==> config.mk <==
export PLATFORM = sky130hd
export DESIGN_NAME = modem_result_code_recognizer
export DESIGN_NICKNAME = d
export VERILOG_FILES = /design/src/hw/rtl/rcr_pkg.sv /design/src/hw/rtl/rcr_matcher.sv /design/src/hw/rtl/rcr_decode.sv /design/src/hw/rtl/modem_result_code_recognizer.sv
export SDC_FILE = /design/constraint.sdc
export NUM_CORES = 1
export LEC_CHECK = 0
export ABC_AREA = 1
export BUFFER_PORTS_ARGS = -buffer_cell sky130_fd_sc_hd__buf_2
export CORE_ASPECT_RATIO = 0.5
export CORE_MARGIN = 2
export CORE_UTILIZATION = 50
export DETAILED_ROUTE_END_ITERATION = 10
export PLACE_DENSITY = 0.66
export RECOVER_POWER = 100
export SLEW_MARGIN = 10
export SYNTH_ARGS = -nofsm -noshare
export SYNTH_HDL_FRONTEND = slang
export SYNTH_SLANG_ARGS = --single-unit
==> constraint.sdc <==
create_clock -name clk -period 5.6 [get_ports clk]
set_input_delay 0.28 -clock clk [delete_from_list [all_inputs] [get_ports clk]]
set_output_delay 0.28 -clock clk [all_outputs]
set_load 0.05 [all_outputs]
==> src/hw/rtl/rcr_pkg.sv <==
// Shared constants, types and pattern helpers for the modem result code recognizer.
package rcr_pkg;

	localparam int LINE_MAX_DEF = 128;
	localparam int NUM_PAT      = 8;
	localparam int PAT_MAX      = 11;
	localparam int PROG_W       = 4;
	localparam int CODE_W       = 4;
	localparam int LEN_W        = 7;
	localparam int NUM_DIGITS   = 9;

	localparam logic [CODE_W-1:0] CODE_OK          = 4'd0;
	localparam logic [CODE_W-1:0] CODE_ERROR       = 4'd1;
	localparam logic [CODE_W-1:0] CODE_CONNECT     = 4'd2;
	localparam logic [CODE_W-1:0] CODE_NO_CARRIER  = 4'd3;
	localparam logic [CODE_W-1:0] CODE_BUSY        = 4'd4;
	localparam logic [CODE_W-1:0] CODE_NO_DIALTONE = 4'd5;
	localparam logic [CODE_W-1:0] CODE_NO_ANSWER   = 4'd6;
	localparam logic [CODE_W-1:0] CODE_RING        = 4'd7;
	localparam logic [CODE_W-1:0] CODE_UNKNOWN     = 4'd8;
	localparam logic [CODE_W-1:0] CODE_TIMEOUT     = 4'd9;

	localparam logic [7:0] CH_NUL   = 8'h00;
	localparam logic [7:0] CH_LF    = 8'h0A;
	localparam logic [7:0] CH_CR    = 8'h0D;
	localparam logic [7:0] CH_ZERO  = 8'h30;
	localparam logic [7:0] CH_EIGHT = 8'h38;

	// Patterns in priority order; text is right-aligned in each word.
	localparam logic [PAT_MAX*8-1:0] PAT_STR [NUM_PAT] = '{
		"OK", "ERROR", "CONNECT", "NO CARRIER",
		"BUSY", "NO DIALTONE", "NO ANSWER", "RING"
	};
	localparam int PAT_LEN [NUM_PAT] = '{2, 5, 7, 10, 4, 11, 9, 4};
	localparam logic [CODE_W-1:0] PAT_CODE [NUM_PAT] = '{
		CODE_OK, CODE_ERROR, CODE_CONNECT, CODE_NO_CARRIER,
		CODE_BUSY, CODE_NO_DIALTONE, CODE_NO_ANSWER, CODE_RING
	};

	// Single digit codes, indexed by the digit '0' through '8'.
	localparam logic [CODE_W-1:0] NUM_CODE [NUM_DIGITS] = '{
		CODE_OK, CODE_CONNECT, CODE_RING, CODE_NO_CARRIER, CODE_ERROR,
		CODE_UNKNOWN, CODE_NO_DIALTONE, CODE_BUSY, CODE_NO_ANSWER
	};

	typedef struct packed {
		logic feed;
		logic clear;
	} match_ctrl_t;

	function automatic logic [7:0] pat_char(input int p, input int i);
		return PAT_STR[p][(PAT_LEN[p] - 1 - i) * 8 +: 8];
	endfunction

	// KMP step: longest prefix of pattern p that ends the matched text plus c.
	function automatic logic [PROG_W-1:0] next_prog(input int p,
			input logic [PROG_W-1:0] prog, input logic [7:0] c);
		logic [PROG_W-1:0] res;
		logic              ok;
		int                k;
		int                i;
		res = '0;
		for (k = 1; k <= PAT_MAX; k++) begin
			if (k <= PAT_LEN[p] && k <= int'(prog) + 1) begin
				ok = (pat_char(p, k - 1) == c);
				for (i = 0; i < PAT_MAX - 1; i++) begin
					if (i + 1 < k) begin
						if (pat_char(p, i) != pat_char(p, int'(prog) - (k - 1) + i))
							ok = 1'b0;
					end
				end
				if (ok)
					res = PROG_W'(k);
			end
		end
		return res;
	endfunction

endpackage

==> src/hw/rtl/rcr_matcher.sv <==
// One substring matcher: automaton position and sticky found flag for a pattern.
module rcr_matcher #(
	parameter int PAT_IDX = 0
) (
	input  logic                clk,
	input  logic                arst_n,
	input  rcr_pkg::match_ctrl_t ctrl,
	input  logic [7:0]          ch,
	output logic                found_nxt
);

	logic [rcr_pkg::PROG_W-1:0] prog_q;
	logic [rcr_pkg::PROG_W-1:0] prog_step;
	logic                       found_q;
	logic                       step_en;
	logic                       hit;

	assign step_en   = ctrl.feed && !found_q;
	assign prog_step = rcr_pkg::next_prog(PAT_IDX, prog_q, ch);
	assign hit       = step_en && (int'(prog_step) >= rcr_pkg::PAT_LEN[PAT_IDX]);
	assign found_nxt = found_q || hit;

	always_ff @(posedge clk or negedge arst_n) begin
		if (!arst_n) begin
			prog_q  <= '0;
			found_q <= 1'b0;
		end else if (ctrl.clear) begin
			prog_q  <= '0;
			found_q <= 1'b0;
		end else if (step_en) begin
			found_q <= hit;
			prog_q  <= hit ? '0 : prog_step;
		end
	end

endmodule

==> src/hw/rtl/rcr_decode.sv <==
// Result code selection: pattern priority, then single-digit numeric codes.
module rcr_decode (
	input  logic [rcr_pkg::NUM_PAT-1:0] found,
	input  logic [1:0]                  text_class,
	input  logic [7:0]                  first,
	output logic [rcr_pkg::CODE_W-1:0]  code
);

	logic [3:0] digit;
	logic       is_digit;
	logic       any_found;

	// low nibble of an ASCII digit is its value
	assign digit     = first[3:0];
	assign is_digit  = first inside {[rcr_pkg::CH_ZERO:rcr_pkg::CH_EIGHT]};
	assign any_found = |found;

	always_comb begin
		code = rcr_pkg::CODE_UNKNOWN;
		if (any_found) begin
			for (int p = rcr_pkg::NUM_PAT - 1; p >= 0; p--) begin
				if (found[p])
					code = rcr_pkg::PAT_CODE[p];
			end
		end else if (text_class == 2'd1 && is_digit) begin
			code = rcr_pkg::NUM_CODE[digit];
		end
	end

endmodule

==> src/hw/rtl/modem_result_code_recognizer.sv <==
// Top level of the modem result code recognizer.
// Takes one received byte or timeout event per transaction and reports one
// result code per completed line. A transaction is registered on entry and
// then handled from that input register: line state and the eight pattern matchers
// update together, and the result lands in an output register, so one
// transaction per cycle is sustained. While a result waits to be taken, bytes
// inside a line keep flowing; only a line-ending transaction stalls behind it.
// Leading CR/LF bytes are dropped; a line ends on CR/LF, on timeout, or when
// LINE_MAX-1 bytes are held. line_length saturates at 127.
module modem_result_code_recognizer #(
	parameter int LINE_MAX = rcr_pkg::LINE_MAX_DEF
) (
	input  logic                       clk,
	input  logic                       arst_n,
	input  logic                       in_valid,
	output logic                       in_stall,
	input  logic                       opcode,
	input  logic [7:0]                 rx_byte,
	output logic                       out_valid,
	input  logic                       out_stall,
	output logic [rcr_pkg::CODE_W-1:0] result_code,
	output logic [rcr_pkg::LEN_W-1:0]  line_length
);

	localparam int CW = $clog2(LINE_MAX);
	localparam int WW = CW + rcr_pkg::LEN_W;

	// input stage
	logic       valid_s1;
	logic       op_s1;
	logic [7:0] byte_s1;

	// line state
	logic [CW-1:0] cnt_q;
	logic [7:0]    first_q;
	logic [1:0]    tlc_q;
	logic          zero_q;

	// output register
	logic                       out_valid_q;
	logic [rcr_pkg::CODE_W-1:0] code_q;
	logic [rcr_pkg::LEN_W-1:0]  len_q;

	logic                       is_crlf;
	logic                       byte_evt;
	logic                       text_evt;
	logic [CW-1:0]              cnt_inc;
	logic                       emit;
	logic                       out_free;
	logic                       fire;
	logic [7:0]                 first_nxt;
	logic [1:0]                 tlc_nxt;
	logic [CW-1:0]              len_src;
	logic [WW-1:0]              len_wide;
	logic [rcr_pkg::LEN_W-1:0]  len_sat;
	logic [rcr_pkg::NUM_PAT-1:0] found_nxt;
	logic [rcr_pkg::CODE_W-1:0] dec_code;
	logic [rcr_pkg::CODE_W-1:0] code_nxt;
	rcr_pkg::match_ctrl_t       mctrl;

	assign is_crlf  = byte_s1 inside {rcr_pkg::CH_CR, rcr_pkg::CH_LF};
	assign byte_evt = !op_s1 && !is_crlf;
	assign text_evt = byte_evt && !zero_q && (byte_s1 != rcr_pkg::CH_NUL);
	assign cnt_inc  = cnt_q + CW'(1);

	always_comb begin
		if (op_s1)
			emit = 1'b1;
		else if (is_crlf)
			emit = (cnt_q != '0);
		else
			emit = (cnt_inc == CW'(LINE_MAX - 1));
	end

	assign out_free = !out_valid_q || !out_stall;
	assign fire     = valid_s1 && (out_free || !emit);
	assign in_stall = valid_s1 && !fire;

	assign first_nxt = (byte_evt && cnt_q == '0) ? byte_s1 : first_q;
	assign tlc_nxt   = (text_evt && tlc_q != 2'd2) ? tlc_q + 2'd1 : tlc_q;

	assign mctrl.feed  = fire && text_evt;
	assign mctrl.clear = fire && emit;

	for (genvar p = 0; p < rcr_pkg::NUM_PAT; p++) begin : g_match
		rcr_matcher #(
			.PAT_IDX(p)
		) u_matcher (
			.clk      (clk),
			.arst_n   (arst_n),
			.ctrl     (mctrl),
			.ch       (byte_s1),
			.found_nxt(found_nxt[p])
		);
	end

	rcr_decode u_decode (
		.found     (found_nxt),
		.text_class(tlc_nxt),
		.first     (first_nxt),
		.code      (dec_code)
	);

	assign len_src  = byte_evt ? cnt_inc : cnt_q;
	assign len_wide = WW'(len_src);
	assign len_sat  = (len_wide > WW'(127)) ? 7'd127 : len_wide[rcr_pkg::LEN_W-1:0];
	assign code_nxt = (op_s1 && cnt_q == '0) ? rcr_pkg::CODE_TIMEOUT : dec_code;

	always_ff @(posedge clk or negedge arst_n) begin
		if (!arst_n) begin
			valid_s1 <= 1'b0;
		end else if (!in_stall) begin
			valid_s1 <= in_valid;
		end
	end

	always_ff @(posedge clk) begin
		if (in_valid && !in_stall) begin
			op_s1   <= opcode;
			byte_s1 <= rx_byte;
		end
	end

	always_ff @(posedge clk or negedge arst_n) begin
		if (!arst_n) begin
			cnt_q   <= '0;
			first_q <= '0;
			tlc_q   <= '0;
			zero_q  <= 1'b0;
		end else if (fire) begin
			if (emit) begin
				cnt_q   <= '0;
				first_q <= '0;
				tlc_q   <= '0;
				zero_q  <= 1'b0;
			end else if (byte_evt) begin
				cnt_q   <= cnt_inc;
				first_q <= first_nxt;
				tlc_q   <= tlc_nxt;
				if (byte_s1 == rcr_pkg::CH_NUL)
					zero_q <= 1'b1;
			end
		end
	end

	always_ff @(posedge clk or negedge arst_n) begin
		if (!arst_n) begin
			out_valid_q <= 1'b0;
		end else if (fire && emit) begin
			out_valid_q <= 1'b1;
		end else if (!out_stall) begin
			out_valid_q <= 1'b0;
		end
	end

	always_ff @(posedge clk) begin
		if (fire && emit) begin
			code_q <= code_nxt;
			len_q  <= len_sat;
		end
	end

	assign out_valid   = out_valid_q;
	assign result_code = code_q;
	assign line_length = len_q;

endmodule

Yosys cells after proc, flatten, opt, wreduce, memory -nomap -nowiden
Memory sizes are Yosys's and may differ from the RTL's.
Index checks and enable logic that the tools add are counted.
Storage, ports and cells
  output and inout bits: 13
  input bits: 13
  word-level logic and storage cells: 1312
  memory bits (read-only): 64
  register bits: 80
  memories: 1
Memory list
  (name not given): words 16, bits a word 4, rd ports 1, clocked after Yosys merged registers in 0, wr ports 0, line rcr_decode.sv:26  | code = rcr_pkg::NUM_CODE[digit];
Cells by class
  equal/unequal tests: 204
  order comparisons: 64
  mux-type cells: 393
  bitwise gates (word level): 1
  shifts and indexed selects: 180
  reduce and logical (&&, ||, !) cells: 73
  add/sub/neg operators: 370
Operator list (number)
  variable part select 88 x 32 -> 8 bit (first input constant): 180
  subtractor 5 x 29 -> 29 bit (first input constant): 136
  adder 29 x 3 -> 29 bit (second input constant): 50
  adder 29 x 4 -> 29 bit (second input constant): 45
  inequality test 7 x 8 -> 1 bit (first input constant): 159
  adder 29 x 2 -> 29 bit (second input constant): 35
  subtractor 4 x 29 -> 29 bit (first input constant): 31
  <= comparator 4 x 32 -> 1 bit (first input constant): 19
  2-to-1 mux 4 bit: 124
  <= comparator 3 x 32 -> 1 bit (first input constant): 11
  subtractor 3 x 29 -> 29 bit (first input constant): 11
  <= comparator 5 x 32 -> 1 bit (first input constant): 9
  2-to-1 mux 1 bit: 261
  <= comparator 2 x 32 -> 1 bit (first input constant): 6
  inequality test 6 x 8 -> 1 bit (first input constant): 21
  == test 7 x 8 -> 1 bit (first input constant): 17
  adder 29 x 5 -> 29 bit (second input constant): 4
  subtractor 4 x 3 -> 5 bit (second input constant): 16
  subtractor 4 x 2 -> 5 bit (second input constant): 14
  adder 4 x 1 -> 5 bit (second input constant): 8
  subtractor 4 x 1 -> 5 bit (second input constant): 8
  subtractor 4 x 4 -> 5 bit (second input constant): 6
  logical AND 1 bit: 29
  subtractor 2 x 29 -> 29 bit (first input constant): 1
  other kinds (35): 84

Depth between registers and ports, before layout
Gate-level depths: netlist of the first run.
  depth in word-level cells: 36
  mapped depth: 27
  depth with buffers taken out: 26

By module
A second synthesis of the first run with hierarchy kept.
Unflattened totals
  cells, all modules: 4445
  area total of the unflattened synthesis: 23914.2 µm²
By module, submodules not included
  rcr_matcher (g_match[5].u_matcher): instances 1, area an instance 6756.5 µm², seq. area each 125.1 µm², cells each 1379
  rcr_matcher (g_match[3].u_matcher): instances 1, area an instance 5211.2 µm², seq. area each 125.1 µm², cells each 1021
  rcr_matcher (g_match[6].u_matcher): instances 1, area an instance 4230.3 µm², seq. area each 125.1 µm², cells each 816
  rcr_matcher (g_match[2].u_matcher): instances 1, area an instance 2180.8 µm², seq. area each 100.1 µm², cells each 422
  modem_result_code_recognizer: instances 1, area an instance 2045.7 µm², seq. area each 1101.1 µm², cells each 239
  rcr_matcher (g_match[1].u_matcher): instances 1, area an instance 1142.3 µm², seq. area each 100.1 µm², cells each 203
  rcr_matcher (g_match[7].u_matcher): instances 1, area an instance 979.7 µm², seq. area each 100.1 µm², cells each 146
  rcr_matcher (g_match[4].u_matcher): instances 1, area an instance 910.9 µm², seq. area each 100.1 µm², cells each 137
  rcr_decode: instances 1, area an instance 232.7 µm², seq. area each 0.0 µm², cells each 51
  rcr_matcher (g_match[0].u_matcher): instances 1, area an instance 224.0 µm², seq. area each 75.1 µm², cells each 31

Worst setup path after synthesis of the first run
No wires, ideal clock.
  kind: register to register
  start point: register g_match[3].u_matcher.prog_q[1] (netlist name)
  end point: register code_q (netlist bit result_code[0]), data pin
  setup time: 0.252 ns
  period minus slack after synthesis: 3.716 ns
  arrival time: 3.464 ns
  slack: 1.884 ns
  cell stages (with the launch flop): 25
  buffers on the path: 1
  required time: 5.348 ns
  cells stage by stage: dfrtp_1 -> clkbuf_1 -> inv_1 -> ha_1 -> ha_1 -> inv_1 -> ha_1 -> inv_1 -> nand2_1 -> nor2_1 -> nand3_1 -> nor2_1 -> nand2_1 -> nor2_1 -> nand3_1 -> nor2_1 -> nand2_1 -> nand2_1 -> nor2_2 -> nand2_1 -> nor2_2 -> nand3_1 -> nand2_1 -> inv_1 -> nand2_1
On the way
  cells in the longest elaborated chain, start to end: 32
  elaborated cells between the ends (all ways): 273
  those cells by class: add/sub: 91; order compare: 11; eq/ne: 45; shift: 45; mux: 78; reduce/logical: 3
Ends and longest elaborated chain
  start: declaration: line rcr_matcher.sv:12  | logic [rcr_pkg::PROG_W-1:0] prog_q;
  start signal: assignment: line rcr_matcher.sv:32  | prog_q <= hit ? '0 : prog_step;
  branches (longest 23 deep; another with adder 29 x 2 -> 29 bit)
  2-to-1 mux 4 bit *: line rcr_pkg.sv:64  | if (k <= PAT_LEN[p] && k <= int'(prog) + 1) begin
  greater-or-equal comparator 4 bit *: line rcr_matcher.sv:20  | assign hit = step_en && (int'(prog_step) >= rcr_pkg::PAT_LEN[PAT_IDX]);
  logical AND 1 bit *: line rcr_matcher.sv:20
  logical OR 1 bit *: line rcr_matcher.sv:21  | assign found_nxt = found_q || hit;
  2-to-1 mux 4 bit (4 in a row): line rcr_decode.sv:22  | if (found[p])
  2-to-1 mux 4 bit *: line rcr_decode.sv:20  | if (any_found) begin
  end signal: assignment: line modem_result_code_recognizer.sv:158  | code_q <= code_nxt;
  end: declaration: line modem_result_code_recognizer.sv:41  | logic [rcr_pkg::CODE_W-1:0] code_q;
Every way passes the cells marked *. The select of a mux whose other input is x is not followed.
A chain may end at the register's enable or synchronous reset.

Worst setup path in the final report of the first run
  start point: register cnt_q[0]
  end point: register code_q (netlist bit result_code[0]) (enable)
On the way
  cells in the longest elaborated chain, start to end: 8
  elaborated cells between the ends (all ways): 9
  those cells by class: add/sub: 1; eq/ne: 1; mux: 2; reduce/logical: 5
Ends and longest elaborated chain
  start: declaration: line modem_result_code_recognizer.sv:34  | logic [CW-1:0] cnt_q;
  start signal: assignment: line modem_result_code_recognizer.sv:137  | cnt_q <= cnt_inc;
  adder 7 x 1 -> 7 bit: line modem_result_code_recognizer.sv:64  | assign cnt_inc = cnt_q + CW'(1);
  == test 7 bit: line modem_result_code_recognizer.sv:72  | emit = (cnt_inc == CW'(LINE_MAX - 1));
  2-to-1 mux 1 bit *: line modem_result_code_recognizer.sv:69  | else if (is_crlf)
  2-to-1 mux 1 bit *: line modem_result_code_recognizer.sv:67  | if (op_s1)
  zero test 1 bit: line modem_result_code_recognizer.sv:76  | assign fire = valid_s1 && (out_free || !emit);
  logical OR 1 bit: line modem_result_code_recognizer.sv:76
  logical AND 1 bit: line modem_result_code_recognizer.sv:76
  logical AND 1 bit *: line modem_result_code_recognizer.sv:157  | if (fire && emit) begin
Mark *: on every way between the ends. The rest lies on a longest branch, timed or not.

==> out/summary.txt, run 1 <==
Status: finished, violations left
Failing checks: max-capacitance violations, max-slew violations
Ys flop type: dfrtp_1
Fmax: 224 MHz
Worst skew pair latency: 350 ps
Row count: 45
FF-to-FF End: result_code[0]
Vias in the first global route: 15700
Ys async rst share: 0.730
Synth Area in Compound Gates: 0.160
Num CTS Buffers: 9
Top Ports: 26
Antenna violations before repair: 2
Main area contributors after synthesis: ha_1, nand2_1, dfrtp_1
Hold Vio Cnt, Final: 0
Via count: 17100
Max FO, Critical Path: 22
Leak pwr: 0.00837 uW
CTS Buffer Depth: 2
Vias per inst: 5.83
Setup violators final: 0
Port Buffers: 25
DRC errors left: 0
CTS Root Cell: clkbuf_16
Worst slew pin tran: 3230 ps
GRT overflow: 0
Post-synthesis sequential area ratio: 0.124
Starting Density: 0.515
CP arrival: 4430 ps
Layout cells sized above 1: 0.0391
Clock-pin slew on the worst setup and hold paths: 70 ps
Post-DRT Antenna Nets: 0
Final Critical Period: 4470 ps
Final nets: 2817
Synth Instances: 2494
Netlist Area Pre-Place: 15800 um^2
DIE WIDTH: 255 um
Hold_buf cts: 0
Largest family of logic cells by synthesized area: simple AND/OR/NAND/NOR gates
Final core occ: 0.543
Most frequent cells in the layout: nand2_1, inv_1, ha_1, nor2_1, o21ai_0
Syn Nets: 2807
Worst setup endpoint: result_code[0]
GRT Total Usage: 0.310
Most common cell after layout, fill and taps aside: nand2_1
Multiplexer share of the synthesized area: 0.000634
Final Cycle Share: 0.797
Reg2reg path depth: 14
Slew headroom: -1.15
Die Ht: 130 um
DR iter-0 viols: 1505
Dpl ws: 1450 ps
# clock sinks: 74
Post-synth top area cell: ha_1
Pins over their slew limit: 55
R2r setup slk: 1130 ps
Maxcap violations: 1
Tot Pwr: 1890 uW
Area growth, synth to finish: 5.46%
Hold Path Class: input pin to flop
Synth warn: 0
Post-cts sizing count: 0
Number of synthesized register bits: 74
Cell variety after synth: 64
Die area: 33100 um^2
CTS tree: built
Synth Area in Simple Gates: 0.342
Post-Synth Adder-Cell Area: 0.240
Largest net degree at the start of global routing: 55
Critical path data required time: 5570 ps
Worst VDD drop: 140 uV
Multi-input gate area: 12200 um^2
Routability cong.: 1.01
Number of synthesized flops with an enable pin: 20
Startpoint type of the worst setup path: flop
First-pass DRT Iterations: 6
Final Instance Area: 16700 um^2
Htree depth: 3
WL/cell: 17.8 um
CP startpoint: cnt_q[0]
PD cells: 113 nW/um^2
Final TNS setup: 0 ps
Syn avg cell area: 6.33 um^2
Post-DP HPWL: 39900 um
First-pass GRT wire length: 83100 um
Area share of the largest cell type after synthesis: 0.233
WL final: 52100 um
Setup CP Type: flop to flop
Endpoint type of the worst setup path: flop
Clock Skew: 13.2 ps
Fill cells: 3207
R2R Path Start: cnt_q[0]
Worst setup margin: 1130 ps
RSZ-0062 raised after global routing: no
Post-Synth XOR/XNOR Area: 0.0326
Sequential Area: 1950 um^2
Post-CTS Setup Inserts: 0
Core Area: 30700 um^2
Placed inst area: 16400 um^2
-- logic make-up after synthesis --
logic type               count (synthesis)
AO/OA/AOI/OAI                          430
adder cells (fa/ha/maj)                300
AND/OR/NAND/NOR                       1217
XOR/XNOR                                58
flip-flops                              74
buffers and inverters                  414
multiplexers                             1
-- power by group --
group,switching (uW),internal (uW)
combinational,447,199
clock,269,336
sequential,47.4,591
-- synth_stat cells (all sizes together) (13+ instances only) --
cell	count
a21oi	128
buf	26
clkbuf	30
dfrtp	54
edfxtp	20
ha	294
inv	351
nand2	576
nand3	157
nand4	73
nor2	266
nor3	71
nor4	42
o2111ai	13
o211ai	15
o21ai	179
o22ai	17
o31ai	13
xnor2	13
xor2	45
-- per-layer routing --
| layer | track usage | up-vias | wire [um] |
|---|---|---|---|
| met5 | 0 | - | 40 |
| met2 | 0.518 | 749 | 23000 |
| met4 | 0.0910 | 2 | 1490 |
| met1 | 0.404 | 7851 | 22900 |
| met3 | 0.0667 | 129 | 4630 |
| li1 | - | 8367 | - |
-- flip-flops by register name (all words and copies together), names as in the netlist --
| register | count |
|---|---|
| byte_s1 | 8 |
| cnt_q | 7 |
| first_q | 8 |
| g_match.u_matcher.found_q | 8 |
| g_match.u_matcher.prog_q | 26 |
| line_length | 7 |
| op_s1 | 1 |
| out_valid | 1 |
| result_code | 4 |
| tlc_q | 2 |
| valid_s1 | 1 |
| zero_q | 1 |
-- area by class of cell --
type	instances	share of cell area
clock inverter	6	0.00308
timing repair buffer	55	0.0193
multi-input combinational	2006	0.733
sequential	74	0.117
inverter	358	0.0807
antenna	1	0.000150
clock buffer	10	0.0150
tap	423	0.0318
-- through the flow --
| stage | std cells | hold WS, ps |
|---|---|---|
| finish | 2933 | 108 |
| global route | 2932 | 103 |
| CTS | 2932 | 103 |
| detailed placement | 2916 | 469 |
| global placement | 2916 | 471 |
| floorplan | 2494 | -15.6 |
-- critical path, stage by stage (launching register included) --
cell and delay (ps):
dfrtp_1 440, inv_1 150, ha_1 160, inv_1 40
nor2_1 100, nand2_1 100, inv_1 170, o21ai_0 160
inv_2 70, nand2_1 270, nand2_1 460, nand2_1 190
inv_1 270, nand2_1 570, inv_1 900
-- how the worst min path moves through the flow --
stage | start | end | slack (ps) | cells after the start
final | opcode | op_s1 | 110 | 1
after global routing | opcode | op_s1 | 100 | 1
after CTS | opcode | op_s1 | 100 | 1
after detailed placement | opcode | op_s1 | 470 | 1
after global placement | opcode | op_s1 | 470 | 1
after floorplan | arst_n | cnt_q[0] | -20 | 0
No activity file was read; power rests on OpenSTA's default activity.
==> run 2, diff against run 1 <==
ABC_AREA = 0   (was 1)
PLACE_DENSITY = 0.68   (was 0.66)
clock period = 3.7 ns   (was 5.6 ns; I/O delays follow)
==> out/summary.txt, run 2 <==
Status: finished, violations left
Failing checks: max-capacitance violations, max-slew violations
RSZ-0062 raised after global routing: yes
Area share of the largest cell type after synthesis: 0.243
Routability cong.: 1.03
Critical path's most frequent cell: ha_4
Core Area: 29300 um^2
GRT overflow: 0
First-pass GRT wire length: 79700 um
Num CTS Buffers: 9
Startpoint type of the worst setup path: flop
DRC errors left: 0
Dpl ws: -3.36 ps
Die Ht: 127 um
Row count: 44
Netlist Area Pre-Place: 15000 um^2
First-pass DRT Iterations: 7
Hold Path Class: input pin to flop
Clock-pin slew on the worst setup and hold paths: 60 ps
WP buf/inv: 2
Starting Density: 0.513
Family with the most delay on the worst path: simple AND/OR/NAND/NOR gates
CTS Buffer Depth: 2
Layout cells sized above 1: 0.119
DIE WIDTH: 249 um
Leak pwr: 0.00735 uW
Main area contributors after synthesis: ha_1, dfrtp_1, nand2_1
Worst skew pair latency: 350 ps
Endpoint type of the worst setup path: flop
Vias per inst: 6.44
Vias in the first global route: 14700
Hold Vio Cnt, Final: 0
WL final: 49700 um
CTS tree: built
Ys async rst share: 0.730
Largest Register: g_match.u_matcher.prog_q
CTS Root Cell: clkbuf_16
ANT cells: 0
Final Critical Period: 3680 ps
Crit-path cells: ha_4 > inv_1 > ha_4 > inv_2 > ha_4 > xnor2_1 > o21ai_1 > ha_1 > nor4b_2 > nand4_1 > or4_4 > o41ai_4 > a221o_1 > a221oi_2 > o211ai_1
Pins over their slew limit: 30
Most common cell in the netlist: ha_1
Syn Nets: 2274
Tot Pwr: 2880 uW
Max FO, Critical Path: 3
Max FFs per register: 26
# clock sinks: 74
Slowest CP cell: or4_4
Ys flop type: dfrtp_1
Port Buffers: 25
Antenna violations before repair: 1
Fmax: 272 MHz
Post-synth top area cell: ha_1
Most common cell after layout, fill and taps aside: ha_1
Final nets: 2366
CP arrival: 3860 ps
Final Cycle Share: 0.993
Area growth, synth to finish: 12.8%
Worst VDD drop: 232 uV
Number of synthesized flops with an enable pin: 20
Number of synthesized register bits: 74
Post-DP HPWL: 37500 um
Critical path data required time: 3880 ps
Htree depth: 3
Most frequent cells in the layout: ha_1, nand2_1, nor2_1, buf_4, a21oi_1
Cell variety after synth: 97
Worst setup margin: 24.3 ps
DR iter-0 viols: 1656
WL/cell: 20.3 um
Synth top cells by count: ha_1, nand2_1, nor2_1
Setup CP Type: flop to flop
GRT Total Usage: 0.308
Synth warn: 0
Maxcap violations: 1
Clock Skew: 10.9 ps
Die area: 31600 um^2
Worst slew pin tran: 1880 ps
Top Ports: 26
Via count: 15800
Largest net degree at the start of global routing: 30
Synth Instances: 1963
Post-synthesis sequential area ratio: 0.130
Highest cell delay on the worst timing path: 550 ps
Fill cells: 2694
PD cells: 170 nW/um^2
Slew headroom: -0.254
Syn avg cell area: 7.66 um^2
Post-DRT Antenna Nets: 0
Setup violators final: 0
==> run 2: metal layers <==
metal	track usage	vias up	part of all wire
met3	0.0587	134	0.096
met5	0	-	0.00036
li1	-	7439	-
met1	0.438	7393	0.46
met4	0.0932	2	0.031
met2	0.473	825	0.42
==> run 2: final timing paths <==
check	slack [ps]	cells past startpoint	start	end
max in group asynchronous	1250	3	arst_n	first_q[4]
min reg2reg	480	2	first_q[3]	first_q[3]
max	20	15	g_match[7].u_matcher.prog_q[1]	result_code[0]
min	10	1	rx_byte[5]	byte_s1[5]
max reg2reg	20	15	g_match[7].u_matcher.prog_q[1]	result_code[0]
min in group asynchronous	920	2	arst_n	g_match[3].u_matcher.prog_q[2]
==> run 2: power breakdown <==
group	switching, uW	internal, uW	total (uW)
Clock	405	517	922
Combinational	632	396	1030
Sequential	46.1	882	928
==> run 2: cells by family (layout without fill, tap and decap cells) <==
| group | Yosys count | count (layout) | synth area share |
|---|---|---|---|
| mux | 24 | 24 | 0.0166 |
| simple gates | 756 | 756 | 0.269 |
| xor+xnor | 82 | 82 | 0.0478 |
| compound gates | 503 | 503 | 0.228 |
| flops | 74 | 74 | 0.130 |
| buf+inv | 225 | 322 | 0.0571 |
| fa+ha+maj | 299 | 299 | 0.252 |
==> run 2: through the flow <==
| step | instances | util | hold slack, ps | TNS (ps) | area, um^2 |
|---|---|---|---|---|---|
| after floorplan | 1963 | - | -111 | -36.8 | 15100 |
| after detailed placement | 2425 | 0.561 | 286 | -3.36 | 16400 |
| final | 2451 | 0.579 | 10.9 | 0 | 17000 |
| after global placement | 2425 | 0.561 | 299 | 0 | 16400 |
| after CTS | 2442 | 0.573 | 3.95 | 0 | 16800 |
| after global routing | 2451 | 0.579 | 1.47 | -307 | 17000 |
==> run 2: timing repair <==
action,CTS,global route
buffers inserted,0,9
setup endpoints to repair,2,10
hold endpoints to repair,28,0
pin swaps,1,12
gates resized for setup,3,29
hold buffers,1,0
==> run 2: cell type report <==
cell class / count / area [um^2] / share of cell area
clock buffers: 10 / 250 / 0.0147
clock inverters: 6 / 60.1 / 0.00354
inverters: 123 / 465 / 0.0274
multi-input cells: 1664 / 12500 / 0.734
flip-flops and latches: 74 / 1960 / 0.115
well taps: 391 / 489 / 0.0288
repair buffers: 183 / 1290 / 0.0760
